===== config.mk =====
export PLATFORM = sky130hd
export DESIGN_NAME = cssd_back
export DESIGN_NICKNAME = d
export VERILOG_FILES = /design/src/rtl/cssd_pkg.sv /design/src/rtl/cssd_back.sv
export SDC_FILE = /design/constraint.sdc
export NUM_CORES = 1
export LEC_CHECK = 0
export BUFFER_PORTS_ARGS = -buffer_cell sky130_fd_sc_hd__buf_2
export CAP_MARGIN = 15
export CELL_PAD_IN_SITES_DETAIL_PLACEMENT = 0
export CELL_PAD_IN_SITES_GLOBAL_PLACEMENT = 1
export CORE_MARGIN = 3
export CORE_UTILIZATION = 35
export DETAILED_ROUTE_END_ITERATION = 10
export PLACE_DENSITY_LB_ADDON = 0.05
export SLEW_MARGIN = 40
export SYNTH_ARGS = -nofsm -noshare
export SYNTH_HDL_FRONTEND = slang
export SYNTH_SLANG_ARGS = --single-unit

===== constraint.sdc =====
create_clock -name clk -period 7.4 [get_ports clk]
set_input_delay 1.48 -clock clk [delete_from_list [all_inputs] [get_ports clk]]
set_output_delay 1.48 -clock clk [all_outputs]
set_load 0.02 [all_outputs]

===== src/rtl/cssd_pkg.sv =====
package cssd_pkg;

  localparam int DEF_MAX_CASCADES = 8;
  localparam int NUM_SLOTS        = 8;
  localparam int QDEPTH           = 4;
  localparam int LOG_FRAC         = 24;
  localparam int DIV_BITS         = 49;

  localparam logic [1:0] ST_OK        = 2'd0;
  localparam logic [1:0] ST_BAD_INDEX = 2'd1;
  localparam logic [1:0] ST_BAD_RANGE = 2'd2;

  localparam logic [1:0] REG_NEAR  = 2'd0;
  localparam logic [1:0] REG_FAR   = 2'd1;
  localparam logic [1:0] REG_BLEND = 2'd2;
  localparam logic [1:0] REG_COUNT = 2'd3;

  localparam logic [31:0] NEAR_RESET  = 32'd65536;
  localparam logic [31:0] FAR_RESET   = 32'd6553600;
  localparam logic [16:0] BLEND_RESET = 17'd49152;
  localparam logic [16:0] BLEND_ONE   = 17'd65536;
  localparam logic [3:0]  COUNT_RESET = 4'd4;

  typedef struct packed {
    logic       ready;
    logic       bad_range;
    logic [3:0] count;
  } setup_stat_t;

  typedef struct packed {
    logic        en;
    logic [2:0]  idx;
    logic [16:0] norm;
    logic [32:0] depth;
  } tab_wr_t;

  typedef struct packed {
    logic [2:0] idx;
    logic [1:0] status;
  } item_t;

  typedef logic [LOG_FRAC-1:0][31:0] root_tab_t;

  function automatic logic [63:0] isqrt64(input logic [63:0] v_in);
    logic [63:0] v;
    logic [63:0] r;
    logic [63:0] bt;
    v  = v_in;
    r  = '0;
    bt = 64'd1 << 62;
    for (int n = 0; n < 32; n++) begin
      if (v >= r + bt) begin
        v = v - (r + bt);
        r = (r >> 1) + bt;
      end else begin
        r = r >> 1;
      end
      bt = bt >> 2;
    end
    return r;
  endfunction

  // Q1.31 factors 2^(2^-j), j = 1..LOG_FRAC
  function automatic root_tab_t make_roots();
    root_tab_t   tab;
    logic [63:0] root;
    root = 64'd1 << 32;
    for (int j = 0; j < LOG_FRAC; j++) begin
      root   = isqrt64(root << 31);
      tab[j] = root[31:0];
    end
    return tab;
  endfunction

  localparam root_tab_t ROOT_TAB = make_roots();

endpackage


===== src/rtl/cssd_back.sv =====
module cssd_back
  import cssd_pkg::*;
(
  input  logic               clk,
  input  logic               rst,
  input  tab_wr_t            wr,
  input  logic               q_valid,
  input  item_t              q_head,
  output logic               q_pop,
  output logic               empty,
  input  logic               pop,
  output logic [16:0]        split_normalized,
  output logic signed [32:0] split_view_depth,
  output logic [1:0]         status
);

  logic [16:0] tab_norm  [NUM_SLOTS];
  logic [32:0] tab_depth [NUM_SLOTS];

  logic [16:0] o_norm   [2];
  logic [32:0] o_depth  [2];
  logic [1:0]  o_status [2];
  logic        wp;
  logic        rp;
  logic [1:0]  ocount;
  logic        take;
  logic        give;
  logic        ok;

  always_ff @(posedge clk) begin
    if (wr.en) begin
      tab_norm[wr.idx]  <= wr.norm;
      tab_depth[wr.idx] <= wr.depth;
    end
  end

  assign take  = q_valid && (ocount != 2'd2);
  assign q_pop = take;
  assign give  = pop && !empty;
  assign ok    = (q_head.status == ST_OK);

  always_ff @(posedge clk) begin
    if (take) begin
      o_norm[wp]   <= ok ? tab_norm[q_head.idx] : '0;
      o_depth[wp]  <= ok ? tab_depth[q_head.idx] : '0;
      o_status[wp] <= q_head.status;
    end
  end

  always_ff @(posedge clk) begin
    if (rst) begin
      wp     <= 1'b0;
      rp     <= 1'b0;
      ocount <= '0;
    end else begin
      if (take) wp <= !wp;
      if (give) rp <= !rp;
      case ({take, give})
        2'b10:   ocount <= ocount + 2'd1;
        2'b01:   ocount <= ocount - 2'd1;
        default: ;
      endcase
    end
  end

  assign empty            = (ocount == '0);
  assign split_normalized = o_norm[rp];
  assign split_view_depth = o_depth[rp];
  assign status           = o_status[rp];

`ifndef SYNTHESIS
  a_ocount_bound: assert property (@(posedge clk) disable iff (rst) ocount <= 2'd2)
    else $error("result queue overfilled");

  a_err_zero: assert property (@(posedge clk) disable iff (rst)
    (!empty && status != ST_OK) |-> (split_normalized == '0 && split_view_depth == '0))
    else $error("error result carries payload");

  a_drain: assert property (@(posedge clk) disable iff (rst)
    (give && !take) |=> (ocount == $past(ocount) - 2'd1))
    else $error("result count not decremented");
`endif

endmodule


==> results of run 1 <==
-- power breakdown --
part	internal (uW)	switching (uW)	total, uW
combinational	296	516	812
sequential	3360	39.3	3400
clock	1430	1080	2510
-- logic make-up after synthesis --
group / synth area share
AO/OA/AOI/OAI: 0.0340
buffers and inverters: 0.0161
AND/OR/NAND/NOR: 0.0236
adder cells (fa/ha/maj): 0.000649
XOR/XNOR: 0.00136
multiplexers: 0.134
flip-flops: 0.790
-- worst max-delay path, cell delays in order, from the launching register on --
cell     delay [ns]
dfxtp_4        0.34
buf_6          0.52
mux2_2         0.47
buf_2          0.18
-- cell type report --
cell class | count | area share
tap | 696 | 0.0385
sequential | 509 | 0.674
timing repair buffer | 144 | 0.0449
clock inverter | 39 | 0.00852
inverter | 3 | 0.000609
clock buffer | 64 | 0.0643
multi-input combinational | 437 | 0.169
-- through the flow --
stage	instances	instance area [um2]	utilization	setup WS, ns
global route	1892	22600	0.418	3.67
CTS	1891	22600	0.417	3.67
finish	1892	22600	0.418	3.79
detailed placement	1788	20900	0.387	3.64
floorplan	1001	19300	-	1.81
global placement	1776	20700	0.382	3.40
-- cells in the final DEF (no fill, tap or decap), drive strengths merged --
master   instances
dfxtp            5
clkinv          38
o22ai          100
a21oi            2
clkbuf          64
nand2            3
xnor2            2
mux2            52
or4              1
nand3            1
or2             50
mux2i          200
ha               1
inv              3
nand4bb          1
o21ai            1
nor3             2
a21o             1
nor2            11
bufinv           1
or4b             2
nand2b           4
xor2             1
o21a             1
or3              1
buf            144
edfxtp         504
-- state kept, by name (all words and copies together) (netlist names), named ones only --
signal     count
tab_norm     136
ocount         2
tab_depth    264
o_norm        34
o_depth       66
o_status       4
rp             1
wp             1
-- layer usage --
layer / vias to the layer above / wire length (um) / track usage
li1: 4307 / - / -
met1: 4748 / 20600 / 0.217
met2: 161 / 20900 / 0.249
met3: 79 / 1790 / 0.0286
met4: 8 / 967 / 0.0475
met5: - / 42 / 0
-- worst max path at each step --
stage               slack (ns)                   to
finish                    3.79  split_normalized[9]
global placement          3.40         o_norm[0][7]
CTS                       3.67  split_normalized[9]
floorplan                 1.81      tab_depth[0][0]
global route              3.67  split_normalized[9]
detailed placement        3.64     tab_depth[2][25]
==> results.txt, run 1 <==
status = complete, no violations
largest area contributor in the netlist = edfxtp_1
initial antenna violation count = 6
Synth top cells by count = 504 x edfxtp_1, 200 x mux2i_1, 100 x o22ai_1
CTS max path bufs = 3
Min Hold Slack = 0.519 ns
post-CTS sizing = 0
WHS Endpoint = rp
Remaining DRCs = 0
sequential share of the synthesized area = 0.790
Worst Hold Class = flip-flop to flip-flop
antenna viol nets, final = 0
die area = 57900 um2
final WL = 44300 um
Final Critical Period = 3.61 ns
Initial DRC Count = 483
CP required = 5.92 ns
fmax = 0.277 GHz
# fillers = 4815
reg2reg setup slack = 5.27 ns
total CTS buffers = 56
synth top area cells = edfxtp_1 78%, mux2i_1 10%, o22ai_1 3.2%, mux2_2 3.0%, or2_1 1.6%
CTS Hold Buffers Added = 0
EDFF count, synth = 504
Main synth FF type = edfxtp_1
Final TNS setup = 0 ns
global route overflow = 0
Die Span Y = 241 um
maxcap violations = 0
top-count cell post-synth = edfxtp_1
Yosys reg bits = 509
final net count = 1215
setup violators final = 0
synthesis-to-finish area growth = 17.2%
Worst EP arrival = 2.13 ns
share of cells above drive strength 1 = 0.238
Critical Path Source Type = flip-flop
Async S/R FF share, synth = 0
RR Endpoint = o_depth[0][18]
RR Startpoint = ocount[0]
CTS tree = yes
vias in the first global route = 9524
largest net degree at the start of global routing = 109
share of the synthesized area in the top cell type = 0.785
core footprint = 54100 um2
# diodes = 0
Worst-path clk slew = 0.06 ns
gp weighted congestion = 0.668
CP Class = flip-flop to primary output
Clock Sinks = 509
Via-to-Cell Ratio = 4.92
clk_lat worst skew = 0.59 ns
Avg Inst Size Synth = 19.3 um2
Pwr Density = 297 nW/um2
peak supply drop = 0.164 mV
Slew Viols, Final = 0
LEAKAGE = 0.00806 uW
Synth cell types = 28
RSZ-0062 raised after global routing = false
Fin. Hold Viols = 0
FF-to-FF path depth = 4
Mapped Area = 19300 um2
io pins = 117
worst hold stages = 2
via count = 9303
TritonRoute pass-1 iters = 4
wire per inst = 23.4 um
initial core utilization = 0.356
YS warnings = 0
worst-margin pin slew = 0.752 ns
Fin Clk Skew = 0.0111 ns
I/O Buffers = 116
Net Count, Synth = 1065
Slew headroom = 0.498
final period utilization = 0.488
CP Max Fanout = 52
Power, Total = 6720 uW
Crit. End Element = primary output
H-Tree Depth = 2
register area = 15200 um2
post-synthesis cell count = 1001
first-pass GRT wire length = 64700 um
post-CTS setup buffer count = 0
area of the multi-input gates = 3820 um2
GRT Resource Usage Total = 0.155
clk root buf = clkbuf_16
Hold Startpoint = rp
num rows = 85
Die W = 241 um
sum of net half-perimeters after detailed placement = 22900 um
No activity file was read; power rests on OpenSTA's default activity.
==> inputs of run 2 (changes only) <==
Clock period 7.4 ns to 3.5 ns, I/O delays scaled along.
==> results.txt, run 2 (same netlist as run 1, synthesis figures left out) <==
Via-to-Cell Ratio = 4.96 (+0.97%)
most frequent cells in the layout = 504 x edfxtp_1, 200 x mux2i_1, 115 x buf_2
CTS Hold Buffers Added = 0 (unchanged)
setup violators final = 0 (unchanged)
I/O Buffers = 116 (unchanged)
Worst Hold Class = input pin to flip-flop
LEAKAGE = 0.00807 uW (+0.13%)
final net count = 1216 (+0.082%)
critical path's largest stage delay = 0.73 ns (+0.21 ns)
Initial DRC Count = 515 (+6.6%)
clk root buf = clkbuf_16
worst-margin pin slew = 0.726 ns (-0.0261 ns)
Buf/Inv on CP = 2 (unchanged)
Die Span Y = 241 um (unchanged)
wire per inst = 23.5 um (+0.32%)
final period utilization = 0.825
via count = 9413 (+1.2%)
CTS tree = yes
Top Metal Used = met5
met2 routed WL = 21800 um (+3.9%)
Final Critical Period = 2.89 ns
maxcap violations = 0 (unchanged)
Fin Clk Skew = 0.0181 ns (+0.00700 ns)
die area = 57900 um2 (unchanged)
leading registers by flop count = tab_depth (264), tab_norm (136), o_depth (66)
largest register by flop count = tab_depth
most common cell after layout, fill and taps aside = edfxtp_1
fmax = 0.346 GHz
Power, Total = 14300 uW (+110%)
max FFs per register = 264 (unchanged)
Die W = 241 um (unchanged)
total CTS buffers = 56 (unchanged)
core footprint = 54100 um2 (unchanged)
sum of net half-perimeters after detailed placement = 23700 um (+3.8%)
Crit. End Element = primary output
CP required = 2.80 ns (-3.12 ns)
CTS max path bufs = 3 (unchanged)
io pins = 117 (unchanged)
family with the most delay on the worst path = flip-flops
H-Tree Depth = 2 (unchanged)
TritonRoute pass-1 iters = 4 (unchanged)
routed wl met3 = 1820 um (+1.7%)
Clock Sinks = 509 (unchanged)
share of cells above drive strength 1 = 0.240 (+0.00191)
gp weighted congestion = 0.678 (+1.5%)
Slew headroom = 0.515 (+0.0163)
antenna viol nets, final = 0 (unchanged)
final WL = 44600 um (+0.54%)
first-pass GRT wire length = 65200 um (+0.67%)
RSZ-0062 raised after global routing = false
initial antenna violation count = 6 (unchanged)
status = complete, no violations
Worst EP arrival = 2.19 ns (+0.06 ns)
vias in the first global route = 9740 (+2.3%)
global route overflow = 0 (unchanged)
Worst-path clk slew = 0.06 ns (about the same)
Critical Path Source Type = flip-flop
GRT Resource Usage Total = 0.155 (-0.000325)
CP Max Fanout = 29 (-44%)
Fin. Hold Viols = 0 (unchanged)
peak supply drop = 0.341 mV (+110%)
cell chain of the critical path = buf_12 -> mux2_2 -> buf_2
post-CTS setup buffer count = 0 (unchanged)
largest net degree at the start of global routing = 51 (-53%)
post-CTS sizing = 0 (unchanged)
CP max stage cell = dfxtp_4
routed length on met1 = 20000 um (-2.7%)
Remaining DRCs = 0 (unchanged)
Final TNS setup = 0 ns (unchanged)
Slew Viols, Final = 0 (unchanged)
num rows = 85 (unchanged)
initial core utilization = 0.356 (unchanged)
Hold Startpoint = rst
RR Startpoint = ocount[0]
synthesis-to-finish area growth = 17.6%
clk_lat worst skew = 0.60 ns (about the same)
Pwr Density = 631 nW/um2 (+110%)
CP Class = flip-flop to primary output
[run 2: through the flow]
| stage | std cells | setup slack [ns] | area [um2] | util | hold slack, ns |
|---|---|---|---|---|---|
| floorplan | 1001 | 0.0285 | 19300 | - | 0.479 |
| global placement | 1788 | 0.953 | 21000 | 0.387 | 0.494 |
| detailed placement | 1790 | 1.00 | 21000 | 0.388 | 0.500 |
| CTS | 1895 | 0.486 | 22700 | 0.419 | 0.289 |
| global route | 1895 | 0.497 | 22700 | 0.419 | 0.308 |
| finish | 1896 | 0.614 | 22700 | 0.419 | 0.339 |
[run 2: report_power, final]
| group | total, uW | leakage [uW] | switching [uW] | internal [uW] |
|---|---|---|---|---|
| registers | 7270 | 0.00468 | 159 | 7110 |
| clock network | 5360 | 0.000830 | 2320 | 3040 |
| logic | 1680 | 0.00256 | 1040 | 639 |
[run 2: final cells by class]
cell class	instances	area, um2
Fill cell	4798	31500
Sequential cell	509	15200
Multi-Input combinational cell	437	3830
Clock buffer	67	1460
Timing Repair Buffer	145	1040
Tap cell	696	871
Clock inverter	38	203
Inverter	3	12.5
Antenna cell	1	2.50
[run 2: worst paths after layout]
check | cells past startpoint | endpoint | slack [ns]
min | 2 | flip-flop | 0.34
max reg2reg | 4 | o_depth[1][13] | 1.68
min reg2reg | 2 | flip-flop | 0.52
max | 3 | split_view_depth[15] | 0.61
[run 2: worst register-to-register path, stage by stage, from the launching register on]
cell and delay (ns):
dfxtp_1 0.41, nand2b_1 0.17, nand2_1 0.14, nor2_4 0.36
buf_4 0.40
[run 2: layer usage]
metal	track usage	up-vias
met5	0	-
met1	0.205	4843
met4	0.0401	6
li1	-	4322
met2	0.263	163
met3	0.0323	79
