$ cat src/rtl/cssd_pkg.sv
package cssd_pkg;

  localparam int DEF_MAX_CASCADES = 8;
  localparam int NUM_SLOTS        = 8;
  localparam int QDEPTH           = 4;
  localparam int LOG_FRAC         = 24;
  localparam int DIV_BITS         = 49;

  localparam logic [1:0] ST_OK        = 2'd0;
  localparam logic [1:0] ST_BAD_INDEX = 2'd1;
  localparam logic [1:0] ST_BAD_RANGE = 2'd2;

  localparam logic [1:0] REG_NEAR  = 2'd0;
  localparam logic [1:0] REG_FAR   = 2'd1;
  localparam logic [1:0] REG_BLEND = 2'd2;
  localparam logic [1:0] REG_COUNT = 2'd3;

  localparam logic [31:0] NEAR_RESET  = 32'd65536;
  localparam logic [31:0] FAR_RESET   = 32'd6553600;
  localparam logic [16:0] BLEND_RESET = 17'd49152;
  localparam logic [16:0] BLEND_ONE   = 17'd65536;
  localparam logic [3:0]  COUNT_RESET = 4'd4;

  typedef struct packed {
    logic       ready;
    logic       bad_range;
    logic [3:0] count;
  } setup_stat_t;

  typedef struct packed {
    logic        en;
    logic [2:0]  idx;
    logic [16:0] norm;
    logic [32:0] depth;
  } tab_wr_t;

  typedef struct packed {
    logic [2:0] idx;
    logic [1:0] status;
  } item_t;

  typedef logic [LOG_FRAC-1:0][31:0] root_tab_t;

  function automatic logic [63:0] isqrt64(input logic [63:0] v_in);
    logic [63:0] v;
    logic [63:0] r;
    logic [63:0] bt;
    v  = v_in;
    r  = '0;
    bt = 64'd1 << 62;
    for (int n = 0; n < 32; n++) begin
      if (v >= r + bt) begin
        v = v - (r + bt);
        r = (r >> 1) + bt;
      end else begin
        r = r >> 1;
      end
      bt = bt >> 2;
    end
    return r;
  endfunction

  // Q1.31 factors 2^(2^-j), j = 1..LOG_FRAC
  function automatic root_tab_t make_roots();
    root_tab_t   tab;
    logic [63:0] root;
    root = 64'd1 << 32;
    for (int j = 0; j < LOG_FRAC; j++) begin
      root   = isqrt64(root << 31);
      tab[j] = root[31:0];
    end
    return tab;
  endfunction

  localparam root_tab_t ROOT_TAB = make_roots();

endpackage

$ cat src/rtl/cssd_front.sv
module cssd_front
  import cssd_pkg::*;
(
  input  logic        clk,
  input  logic        rst,
  input  logic        push,
  output logic        full,
  input  logic [2:0]  cascade_index,
  input  setup_stat_t stat,
  input  logic        q_pop,
  output logic        q_valid,
  output item_t       q_head
);

  localparam int PW = $clog2(QDEPTH);

  item_t         q [QDEPTH];
  logic [PW-1:0] wptr;
  logic [PW-1:0] rptr;
  logic [PW:0]   qcount;
  logic          accept;
  item_t         item_in;

  always_comb begin
    item_in.idx = cascade_index;
    if (stat.bad_range) begin
      item_in.status = ST_BAD_RANGE;
    end else if ({1'b0, cascade_index} >= stat.count) begin
      item_in.status = ST_BAD_INDEX;
    end else begin
      item_in.status = ST_OK;
    end
  end

  assign full    = !stat.ready || (qcount == (PW+1)'(QDEPTH));
  assign accept  = push && !full;
  assign q_valid = (qcount != '0);
  assign q_head  = q[rptr];

  always_ff @(posedge clk) begin
    if (accept) q[wptr] <= item_in;
  end

  always_ff @(posedge clk) begin
    if (rst) begin
      wptr   <= '0;
      rptr   <= '0;
      qcount <= '0;
    end else begin
      if (accept) wptr <= wptr + 1'b1;
      if (q_pop)  rptr <= rptr + 1'b1;
      case ({accept, q_pop})
        2'b10:   qcount <= qcount + 1'b1;
        2'b01:   qcount <= qcount - 1'b1;
        default: ;
      endcase
    end
  end

endmodule

$ cat config.mk
export PLATFORM = sky130hd
export DESIGN_NAME = cssd_front
export DESIGN_NICKNAME = d
export VERILOG_FILES = /design/src/rtl/cssd_pkg.sv /design/src/rtl/cssd_front.sv
export SDC_FILE = /design/constraint.sdc
export NUM_CORES = 1
export LEC_CHECK = 0
export ABC_AREA = 0
export BUFFER_PORTS_ARGS = -buffer_cell sky130_fd_sc_hd__buf_2
export CAP_MARGIN = 20
export CELL_PAD_IN_SITES_DETAIL_PLACEMENT = 2
export CELL_PAD_IN_SITES_GLOBAL_PLACEMENT = 2
export CORE_UTILIZATION = 43
export CTS_BUF_LIST = sky130_fd_sc_hd__clkbuf_4 sky130_fd_sc_hd__clkbuf_8
export CTS_CLUSTER_SIZE = 14
export DETAILED_ROUTE_END_ITERATION = 10
export PLACE_DENSITY = 0.92
export SLEW_MARGIN = 30
export SYNTH_ARGS = -nofsm -noshare
export SYNTH_HDL_FRONTEND = slang
export SYNTH_SLANG_ARGS = --single-unit
$ cat constraint.sdc
create_clock -name clk -period 5.3 [get_ports clk]
set_input_delay 0.53 -clock clk [delete_from_list [all_inputs] [get_ports clk]]
set_output_delay 0.53 -clock clk [all_outputs]
set_load 0.01 [all_outputs]
==> results.py, run 1 <==
metrics = {
    "run_status": {
        "outcome": "finished clean",
    },
    "sta": {
        "setup_viol": 0,
        "finalClockSkew_ns": 0.0114,
        "rsz0062_at_grt": "false",
        "finalMaxSlewViolations": 0,
        "worst_pin_slew_ns": 0.608,
        "slew_headroom": 0.591,
        "fin_crit_ns": 2.12,
        "setup_tns_ns": 0,
        "fmax_mhz": 472,
        "finalCritPeriodShare": 0.400,
        "finalHoldViolations": 0,
    },
    "worst_setup_path": {
        "cpPeakStageDelay_ns": 0.56,
        "ff2ff_setup_slack_ns": 3.23,
        "r2r-start": "qcount[1]",
        "required_ns": 4.77,
        "worst-path-max-fanout": 5,
        "worstRegToRegCells": 9,
        "cp-start-kind": "flop",
        "path_cells": "mux4_2 -> buf_2",
        "crit_buf_inv": 1,
        "worst_r2r_endpoint": "qcount[2]",
        "end_kind": "output pin",
        "crit_type": "reg2out",
        "critical-path-top-delay-family": "multiplexers",
        "critPathArrivalTime_ns": 1.59,
        "slowest_stage": "mux4_2",
    },
    "finish": {
        "syn_to_final_growth_pct": 14.0,
        "fill_cells": 280,
        "fin_util": 0.524,
        "drive_gt1_frac": 0.298,
        "stdcell_area_sq_um": 1460,
        "nets": 135,
        "diodes": 0,
    },
    "power_and_ir_drop": {
        "p_sw_uw": 130,
        "power_density_nw_per_um2": 331,
        "cellInternalPower_uw": 353,
        "p_comb_frac": 0.159,
        "clockPowerShare": 0.287,
        "swShare": 0.269,
        "ir_drop_mv": 0.227,
        "p_leak_uw": 0.000576,
        "seqPwrFrac": 0.554,
    },
    "place": {
        "place_congestion": 0.653,
        "dpl.hpwl_mm": 2.18,
        "post_dp_cell_area_sq_um": 1400,
        "port_buffers": 19,
    },
    "run": {
        "max_cap_viol_count": 0,
    },
    "synth": {
        "ys.flop_type": "edfxtp_1",
        "async_reset_ff_frac": 0,
        "ys_seq_area_frac": 0.611,
        "yosysUniqueCellTypes": 23,
        "yosysMostFrequentCell": "edfxtp_1",
        "yosysWarningCount": 0,
        "yosysTopAreaCell": "edfxtp_1",
        "netlist_area_sq_um": 1280,
        "ys_top_cells_by_count": "edfxtp_1, dfxtp_1, inv_1, nor2_1, ha_1",
        "avgSynthCellArea_sq_um": 14.4,
        "synth_edf_count": 20,
        "synthTopCellsByArea": "edfxtp_1, dfxtp_1, mux4_2",
        "synthCells": 89,
        "synth.ff_latch_count": 29,
        "syn-num-nets": 111,
        "synth.top_cell.area_share": 0.470,
    },
    "drt": {
        "drc": 0,
        "vias": 766,
        "wl_per_cell_um": 19.2,
        "drtIter0Drc": 10,
        "ant_nets": 0,
        "drt-vias-per-instance": 5.28,
        "drtPass1Iterations": 3,
        "wl_mm": 2.78,
    },
    "clocking": {
        "htreeDepth": 2,
        "cts_tree": "yes",
        "ctsHoldBuffers": 0,
        "cts_root_buffer": "clkbuf_4",
        "insertion_delay_ns": 0.33,
        "clk_path_buf_depth": 2,
        "cts_setup_buffers": 0,
        "clock-sinks": 29,
        "cts_buffers": 5,
        "cts-resized-gates": 0,
        "path_clk_slew_ns": 0.09,
    },
    "floorplan": {
        "die_x_um": 56.5,
        "initial_core_util": 0.460,
        "die_h_um": 56.5,
        "fp.dieArea_sq_um": 3200,
        "num_rows": 19,
        "ioPinCount": 20,
        "coreArea_sq_um": 2780,
    },
    "global_routing": {
        "antenna_found_initial": 0,
        "track_usage": 0.206,
        "grt_max_degree": 11,
        "first_global_vias": 886,
        "gr-total-overflow": 0,
        "grt_pass1_wl_mm": 4.46,
    },
    "worst_hold_path": {
        "hold_start": "cascade_index[1]",
        "worstHoldPathType": "in2reg",
        "min_delay_path_depth": 1,
        "min_to": "q[1][3]",
    },
}
## registers in the layout, indices dropped and copies added (netlist names), named ones only
name,flops
q,20
qcount,3
rptr,2
wptr,2
## worst max path at each step
stage / slack, ns / start / cells past startpoint / to
finish: 3.18 / flop / 2 / q_head[1]
global route: 3.06 / flop / 2 / q_head[1]
CTS: 3.09 / flop / 2 / q_head[1]
detailed placement: 3.08 / stat[5] / 10 / qcount[2]
global placement: 3.22 / stat[5] / 10 / qcount[2]
floorplan: 3.36 / push / 9 / qcount[2]
## routing by layer
metal | vias to the layer above | wire length (um) | GRT usage
met5 | - | 0 | 0
met4 | 0 | 65 | 0.0941
met3 | 6 | 99 | 0.0714
met2 | 21 | 1550 | 0.387
met1 | 382 | 1060 | 0.198
li1 | 357 | - | -
## metrics by stage
step / cells / power, uW / hold slack (ns) / worst slack (ns)
floorplan: 89 / 321 / 0.482 / 3.36
CTS: 145 / 493 / 0.414 / 3.09
finish: 145 / 483 / 0.440 / 3.18
detailed placement: 137 / 351 / 0.537 / 3.08
global route: 145 / 509 / 0.426 / 3.06
global placement: 137 / 343 / 0.506 / 3.22
## power by group through the flow
stage / clock (uW) / combinational (uW) / sequential (uW)
2_1_floorplan: 0 / 53.8 / 267
3_3_place_gp: 0 / 71.3 / 272
3_5_place_dp: 0 / 78.2 / 273
4_1_cts: 146 / 79.0 / 268
5_1_grt: 153 / 85.8 / 270
6_report: 138 / 76.8 / 268
## worst reg2reg max path, stage by stage, from the launching register on
cell and delay, ns:
dfxtp_1 0.34, nor2_2 0.20, a21oi_4 0.12, inv_1 0.07, ha_1 0.19, inv_1 0.07, fa_1 0.38, xor2_1 0.17
or3_1 0.33, a21oi_1 0.15
## final cells by class
class / instances / area (sq um) / share of cell area
multi-input cells: 49 / 449 / 0.308
inverters: 9 / 33.8 / 0.0232
clock buffers: 6 / 51.3 / 0.0352
repair buffers: 19 / 95.1 / 0.0652
clock inverters: 2 / 8.76 / 0.00601
flip-flops and latches: 29 / 781 / 0.536
well taps: 31 / 38.8 / 0.0266
## logic make-up (layout without fill, tap and decap cells)
logic type,after synthesis,count (layout),share of synthesized area
muxes,7,7,0.108
adders and majority gates,9,9,0.0939
DFF,29,29,0.611
xor gates and xnor gates,4,4,0.0274
buffers and inverters,11,36,0.0382
and+or+nand+nor,24,24,0.0920
AOI/OAI and AO/OA,5,5,0.0303
## cells in the final DEF (no fill, tap or decap), types with 3 or more instances in the layout
cell type	n
edfxtp_1	20
mux4_2	5
clkbuf_4	5
inv_1	9
xor2_1	3
nand2_1	4
nand2b_1	3
and2_1	4
dfxtp_1	9
nor2_1	9
ha_1	8
buf_2	19
(Power assumes the default switching activity.)
==> run 2: changes to the inputs <==
--- a/config.mk
+++ b/config.mk
@@ -5,16 +5,16 @@
 export SDC_FILE = /design/constraint.sdc
 export NUM_CORES = 1
 export LEC_CHECK = 0
-export ABC_AREA = 0
+export ABC_AREA = 1
 export BUFFER_PORTS_ARGS = -buffer_cell sky130_fd_sc_hd__buf_2
 export CAP_MARGIN = 20
 export CELL_PAD_IN_SITES_DETAIL_PLACEMENT = 2
 export CELL_PAD_IN_SITES_GLOBAL_PLACEMENT = 2
-export CORE_UTILIZATION = 43
+export CORE_UTILIZATION = 36
 export CTS_BUF_LIST = sky130_fd_sc_hd__clkbuf_4 sky130_fd_sc_hd__clkbuf_8
 export CTS_CLUSTER_SIZE = 14
 export DETAILED_ROUTE_END_ITERATION = 10
-export PLACE_DENSITY = 0.92
+export PLACE_DENSITY = 0.87
 export SLEW_MARGIN = 30
 export SYNTH_ARGS = -nofsm -noshare
 export SYNTH_HDL_FRONTEND = slang
==> constraint.sdc (replaced) <==
create_clock -name clk -period 2.15 [get_ports clk]
set_input_delay 0.215 -clock clk [delete_from_list [all_inputs] [get_ports clk]]
set_output_delay 0.215 -clock clk [all_outputs]
set_load 0.01 [all_outputs]
==> results.py, run 2 <==
metrics = {
    "run_status": {
        "outcome": "finished clean",
    },
    "synth": {
        "yosysWarningCount": 0,
        "ys_top_cells_by_count": "inv_1, nor2_1, edfxtp_1",
        "ys_seq_area_frac": 0.586,
        "yosysUniqueCellTypes": 18,
        "netlist_area_sq_um": 1330,
        "yosysTopAreaCell": "edfxtp_1",
        "synthCells": 134,
        "synth_edf_count": 20,
        "synth.ff_latch_count": 29,
        "async_reset_ff_frac": 0,
        "ys.flop_type": "edfxtp_1",
        "synth.top_cell.area_share": 0.451,
        "syn-num-nets": 156,
        "synthTopCellsByArea": "edfxtp_1, dfxtp_1, inv_1",
        "yosysMostFrequentCell": "inv_1",
        "avgSynthCellArea_sq_um": 9.93,
    },
    "global_routing": {
        "antenna_found_initial": 0,
        "track_usage": 0.210,
        "first_global_vias": 1210,
        "grt_pass1_wl_mm": 5.96,
        "grt_max_degree": 12,
        "gr-total-overflow": 0,
    },
    "clocking": {
        "path_clk_slew_ns": 0.06,
        "ctsHoldBuffers": 0,
        "clock-sinks": 29,
        "cts_tree": "yes",
        "clk_path_buf_depth": 2,
        "cts_root_buffer": "clkbuf_8",
        "cts_setup_buffers": 0,
        "htreeDepth": 2,
        "insertion_delay_ns": 0.28,
        "cts-resized-gates": 0,
        "cts_buffers": 5,
    },
    "finish": {
        "drive_gt1_frac": 0.194,
        "largestRegisters": "q x20, qcount x3",
        "largest_register": "q",
        "largest_reg_flops": 20,
        "final_cell_mix": "inv_1, nor2_1, edfxtp_1, buf_2, nand2_1",
        "final_common_cell": "inv_1",
        "diodes": 0,
        "syn_to_final_growth_pct": 17.4,
        "nets": 181,
        "stdcell_area_sq_um": 1560,
        "instances_no_fill": 206,
        "fin_util": 0.454,
    },
    "worst_setup_path": {
        "path_cells": "nor2_2 -> nand2_4 -> nand3_4 -> ha_1 -> inv_1 -> fa_1 -> inv_1 -> nand2_1 -> nand3_1 -> nand2_1 -> nand2_1 -> nor2_1",
        "critPathArrivalTime_ns": 2.07,
        "path_common_cell": "nand2_1",
        "required_ns": 2.33,
        "crit_type": "reg2reg",
        "worstRegToRegCells": 12,
        "r2r-start": "qcount[1]",
        "slowest_stage": "fa_1",
        "worst-path-max-fanout": 7,
        "cpPeakStageDelay_ns": 0.39,
        "cp-start-kind": "flop",
        "cp.depth": 12,
        "ff2ff_setup_slack_ns": 0.25,
        "cp-startpoint": "qcount[1]",
        "crit_end": "qcount[2]",
        "worst_r2r_endpoint": "qcount[2]",
        "critical-path-top-delay-family": "simple AND/OR/NAND/NOR gates",
        "end_kind": "flop",
        "crit_buf_inv": 2,
    },
    "sta": {
        "rsz0062_at_grt": "false",
        "finalHoldViolations": 0,
        "fin_crit_ns": 1.90,
        "slew_headroom": 0.606,
        "fmax_mhz": 527,
        "setup_tns_ns": 0,
        "worst_pin_slew_ns": 0.589,
        "finalClockSkew_ns": 0.00403,
        "setup_viol": 0,
        "layout_setup_ws_ns": 0.253,
        "finalCritPeriodShare": 0.882,
        "finalMaxSlewViolations": 0,
    },
    "power_and_ir_drop": {
        "power_density_nw_per_um2": 815,
        "p_leak_uw": 0.000700,
        "ir_drop_mv": 0.403,
    },
    "place": {
        "place_congestion": 0.734,
        "port_buffers": 19,
        "post_dp_cell_area_sq_um": 1480,
        "place_ws_ns": 0.269,
        "placedCellCount": 198,
        "dpl.hpwl_mm": 2.71,
    },
    "drt": {
        "drc": 0,
        "wl_mm": 3.56,
        "drt-vias-per-instance": 4.89,
        "drtIter0Drc": 32,
        "wl_per_cell_um": 17.3,
        "drtPass1Iterations": 4,
        "vias": 1008,
        "ant_nets": 0,
    },
    "floorplan": {
        "die_h_um": 62.8,
        "die_x_um": 62.8,
        "fp.dieArea_sq_um": 3950,
        "num_rows": 21,
        "coreArea_sq_um": 3440,
        "initial_core_util": 0.387,
        "ioPinCount": 20,
    },
    "run": {
        "max_cap_viol_count": 0,
    },
    "worst_hold_path": {
        "worstHoldPathType": "in2reg",
    },
}
[run 2: changes by cell type after synthesis, sizes merged, moves of 4 or more]
cell and change:
o21ai +13, and2 -4, mux4 -5, nand3 +4
nor2 +12, o22ai +5, nand2 +13, inv +19
[run 2: worst reg2reg max path, delay by kind of cell, from the launching register on]
| family | cells | cell delay [ns] |
|---|---|---|
| fa+ha+maj | 2 | 0.57 |
| flops | 1 | 0.34 |
| buf+inv | 2 | 0.16 |
| simple gates | 8 | 0.73 |
[run 2: final cells by class]
class	count	area [sq um]
clock buffer	5	68.8
clock inverter	3	17.5
fill	385	1880
inverter	28	105
multi-input combinational	76	438
sequential	29	781
tap	46	57.6
timing repair buffer	19	95.1
[run 2: per-stage QoR]
step	power (uW)	hold slack [ns]
after floorplan	770	0.314
after global placement	828	0.429
after detailed placement	856	0.455
after CTS	1290	0.161
after global routing	1340	0.167
final	1270	0.170
[run 2: routing by layer]
metal | vias up | track usage | part of all wire
met5 | - | 0 | 0
li1 | 485 | - | -
met2 | 15 | 0.402 | 0.57
met1 | 503 | 0.219 | 0.39
met4 | 0 | 0.0698 | 0.014
met3 | 5 | 0.0529 | 0.027
[run 2: worst min-delay path by stage]
stage,startpoint,end,slack [ns],depth (start not counted)
2_1_floorplan,stat[4],q[0][1],0.31,0
3_3_place_gp,rptr[1],rptr[1],0.43,1
3_5_place_dp,cascade_index[0],q[1][2],0.45,1
4_1_cts,cascade_index[0],q[2][2],0.16,1
5_1_grt,cascade_index[0],q[2][2],0.17,1
6_report,cascade_index[0],q[2][2],0.17,1
[run 2: where the power goes]
part	internal, uW	switching (uW)	leakage, uW
Clock	223	208	0.0000439
Sequential	626	23.5	0.000257
Combinational	68.8	125	0.000399
[run 2: cells by family after synthesis]
group | count (synthesis) | synth area share
simple gates | 45 | 0.151
buf+inv | 29 | 0.0846
flops | 29 | 0.586
compound gates | 22 | 0.0874
fa+ha+maj | 9 | 0.0902
==> run 3: changes to the inputs <==
--- a/config.mk
+++ b/config.mk
@@ -10,11 +10,10 @@
 export CAP_MARGIN = 20
 export CELL_PAD_IN_SITES_DETAIL_PLACEMENT = 2
 export CELL_PAD_IN_SITES_GLOBAL_PLACEMENT = 2
-export CORE_UTILIZATION = 36
-export CTS_BUF_LIST = sky130_fd_sc_hd__clkbuf_4 sky130_fd_sc_hd__clkbuf_8
+export CORE_UTILIZATION = 34
 export CTS_CLUSTER_SIZE = 14
 export DETAILED_ROUTE_END_ITERATION = 10
-export PLACE_DENSITY = 0.87
+export PLACE_DENSITY = 0.83
 export SLEW_MARGIN = 30
 export SYNTH_ARGS = -nofsm -noshare
 export SYNTH_HDL_FRONTEND = slang
==> results.py, run 3 (same netlist as run 2, synthesis figures left out) <==
metrics = {
    "worst_hold_path": {
        "hold_start": "cascade_index[0]",
        "min_to": "q[1][2]",
        "worstHoldPathType": "in2reg",
        "min_delay_path_depth": 1,
    },
    "floorplan": {
        "initial_core_util": 0.358,
        "die_h_um": 64.6,
        "coreArea_sq_um": 3720,
        "die_x_um": 64.6,
        "ioPinCount": 20,
        "num_rows": 22,
        "fp.dieArea_sq_um": 4170,
    },
    "place": {
        "dpl.hpwl_mm": 2.49,
        "post_dp_cell_area_sq_um": 1480,
        "place_congestion": 0.735,
        "port_buffers": 19,
    },
    "global_routing": {
        "antenna_found_initial": 0,
        "grt_max_degree": 12,
        "gr-total-overflow": 0,
        "track_usage": 0.176,
        "first_global_vias": 1116,
        "grt_pass1_wl_mm": 5.26,
    },
    "power_and_ir_drop": {
        "p_sw_uw": 338,
        "p_leak_uw": 0.000701,
        "swShare": 0.270,
        "power_uw": 1260,
        "clockPowerShare": 0.335,
        "seqPwrFrac": 0.517,
        "ir_drop_mv": 0.491,
        "cellInternalPower_uw": 917,
        "power_density_nw_per_um2": 804,
        "p_comb_frac": 0.148,
    },
    "drt": {
        "ant_nets": 0,
        "vias": 1006,
        "drtPass1Iterations": 4,
        "drtIter0Drc": 28,
        "drc": 0,
        "wl_mm": 3.22,
        "wl_per_cell_um": 15.5,
        "drt-vias-per-instance": 4.84,
    },
    "finish": {
        "stdcell_area_sq_um": 1560,
        "drive_gt1_frac": 0.188,
        "diodes": 0,
        "largest_register": "q",
        "final_common_cell": "inv_1",
        "largest_reg_flops": 20,
        "largestRegisters": "q x20, qcount x3",
        "fin_util": 0.420,
        "final_cell_mix": "inv_1, nor2_1, edfxtp_1, buf_2, nand2_1",
        "nets": 181,
        "syn_to_final_growth_pct": 17.3,
    },
    "clocking": {
        "clock-sinks": 29,
        "htreeDepth": 2,
        "ctsHoldBuffers": 0,
        "path_clk_slew_ns": 0.06,
        "clk_path_buf_depth": 2,
        "cts_root_buffer": "clkbuf_8",
        "cts-resized-gates": 0,
        "insertion_delay_ns": 0.28,
        "cts_tree": "yes",
        "cts_setup_buffers": 0,
        "cts_buffers": 5,
    },
    "worst_setup_path": {
        "r2r-start": "qcount[1]",
        "cpPeakStageDelay_ns": 0.39,
        "worst-path-max-fanout": 7,
        "cp-start-kind": "flop",
        "worst_r2r_endpoint": "qcount[2]",
        "required_ns": 2.32,
        "ff2ff_setup_slack_ns": 0.32,
        "critPathArrivalTime_ns": 2.01,
        "worstRegToRegCells": 12,
        "crit_type": "reg2reg",
        "path_cells": "nor2_2 -> nand2_4 -> nand3_4 -> ha_1 -> inv_1 -> fa_1 -> inv_1 -> nand2_1 -> nand3_1 -> nand2_1 -> nand2_1 -> nor2_1",
        "slowest_stage": "fa_1",
        "path_common_cell": "nand2_1",
        "end_kind": "flop",
    },
    "sta": {
        "setup_tns_ns": 0,
        "fin_crit_ns": 1.83,
        "worst_pin_slew_ns": 0.602,
        "finalCritPeriodShare": 0.853,
        "finalHoldViolations": 0,
        "rsz0062_at_grt": "false",
        "setup_viol": 0,
        "finalClockSkew_ns": 0.00143,
        "slew_headroom": 0.597,
        "fmax_mhz": 545,
        "finalMaxSlewViolations": 0,
    },
    "run_status": {
        "outcome": "finished clean",
    },
    "run": {
        "max_cap_viol_count": 0,
    },
}
-- run 3: routing by layer --
metal | wire length (um) | global-route usage | vias to the layer above | part of all wire
met5 | 0 | 0 | - | 0
met4 | 62 | 0.0833 | 0 | 0.019
met3 | 71 | 0.0370 | 7 | 0.022
met2 | 1840 | 0.342 | 15 | 0.57
met1 | 1250 | 0.175 | 498 | 0.39
li1 | - | - | 486 | -
-- run 3: through the flow --
| step | hold slack, ns | std cells | setup WS [ns] |
|---|---|---|---|
| 2_1_floorplan | 0.314 | 134 | 0.541 |
| 3_3_place_gp | 0.429 | 200 | 0.460 |
| 3_5_place_dp | 0.454 | 200 | 0.339 |
| 4_1_cts | 0.162 | 208 | 0.292 |
| 5_1_grt | 0.170 | 208 | 0.151 |
| 6_report | 0.167 | 208 | 0.315 |
-- run 3: power groups by stage --
stage	registers [uW]	logic, uW	clock network (uW)
global placement	657	170	0
finish	649	186	420
CTS	649	191	436
detailed placement	661	189	0
floorplan	650	121	0
global route	651	212	457
-- run 3: worst max path at each step --
stage                    from         to  slack [ns]  cells past startpoint
floorplan           qcount[1]  qcount[2]        0.54                     12
global placement    qcount[1]  qcount[2]        0.46                     12
detailed placement  qcount[1]  qcount[2]        0.34                     12
CTS                 qcount[1]  qcount[2]        0.29                     12
global route        qcount[1]  qcount[2]        0.15                     12
finish              qcount[1]  qcount[2]        0.32                     12
-- run 3: layout make-up --
type	instances	area, sq um
Clock inverter	2	10.0
Timing Repair Buffer	19	95.1
Clock buffer	6	72.6
Sequential cell	29	781
Multi-Input combinational cell	76	438
Tap cell	48	60.1
Inverter	28	105
Fill cell	417	2150
-- run 3: worst max-delay path: cells and delay by family (launching register included) --
kind                       cells  cell delay, ns
DFF                            1            0.34
adders and majority gates      2            0.57
and+or+nand+nor                8            0.67
buffers and inverters          2            0.15
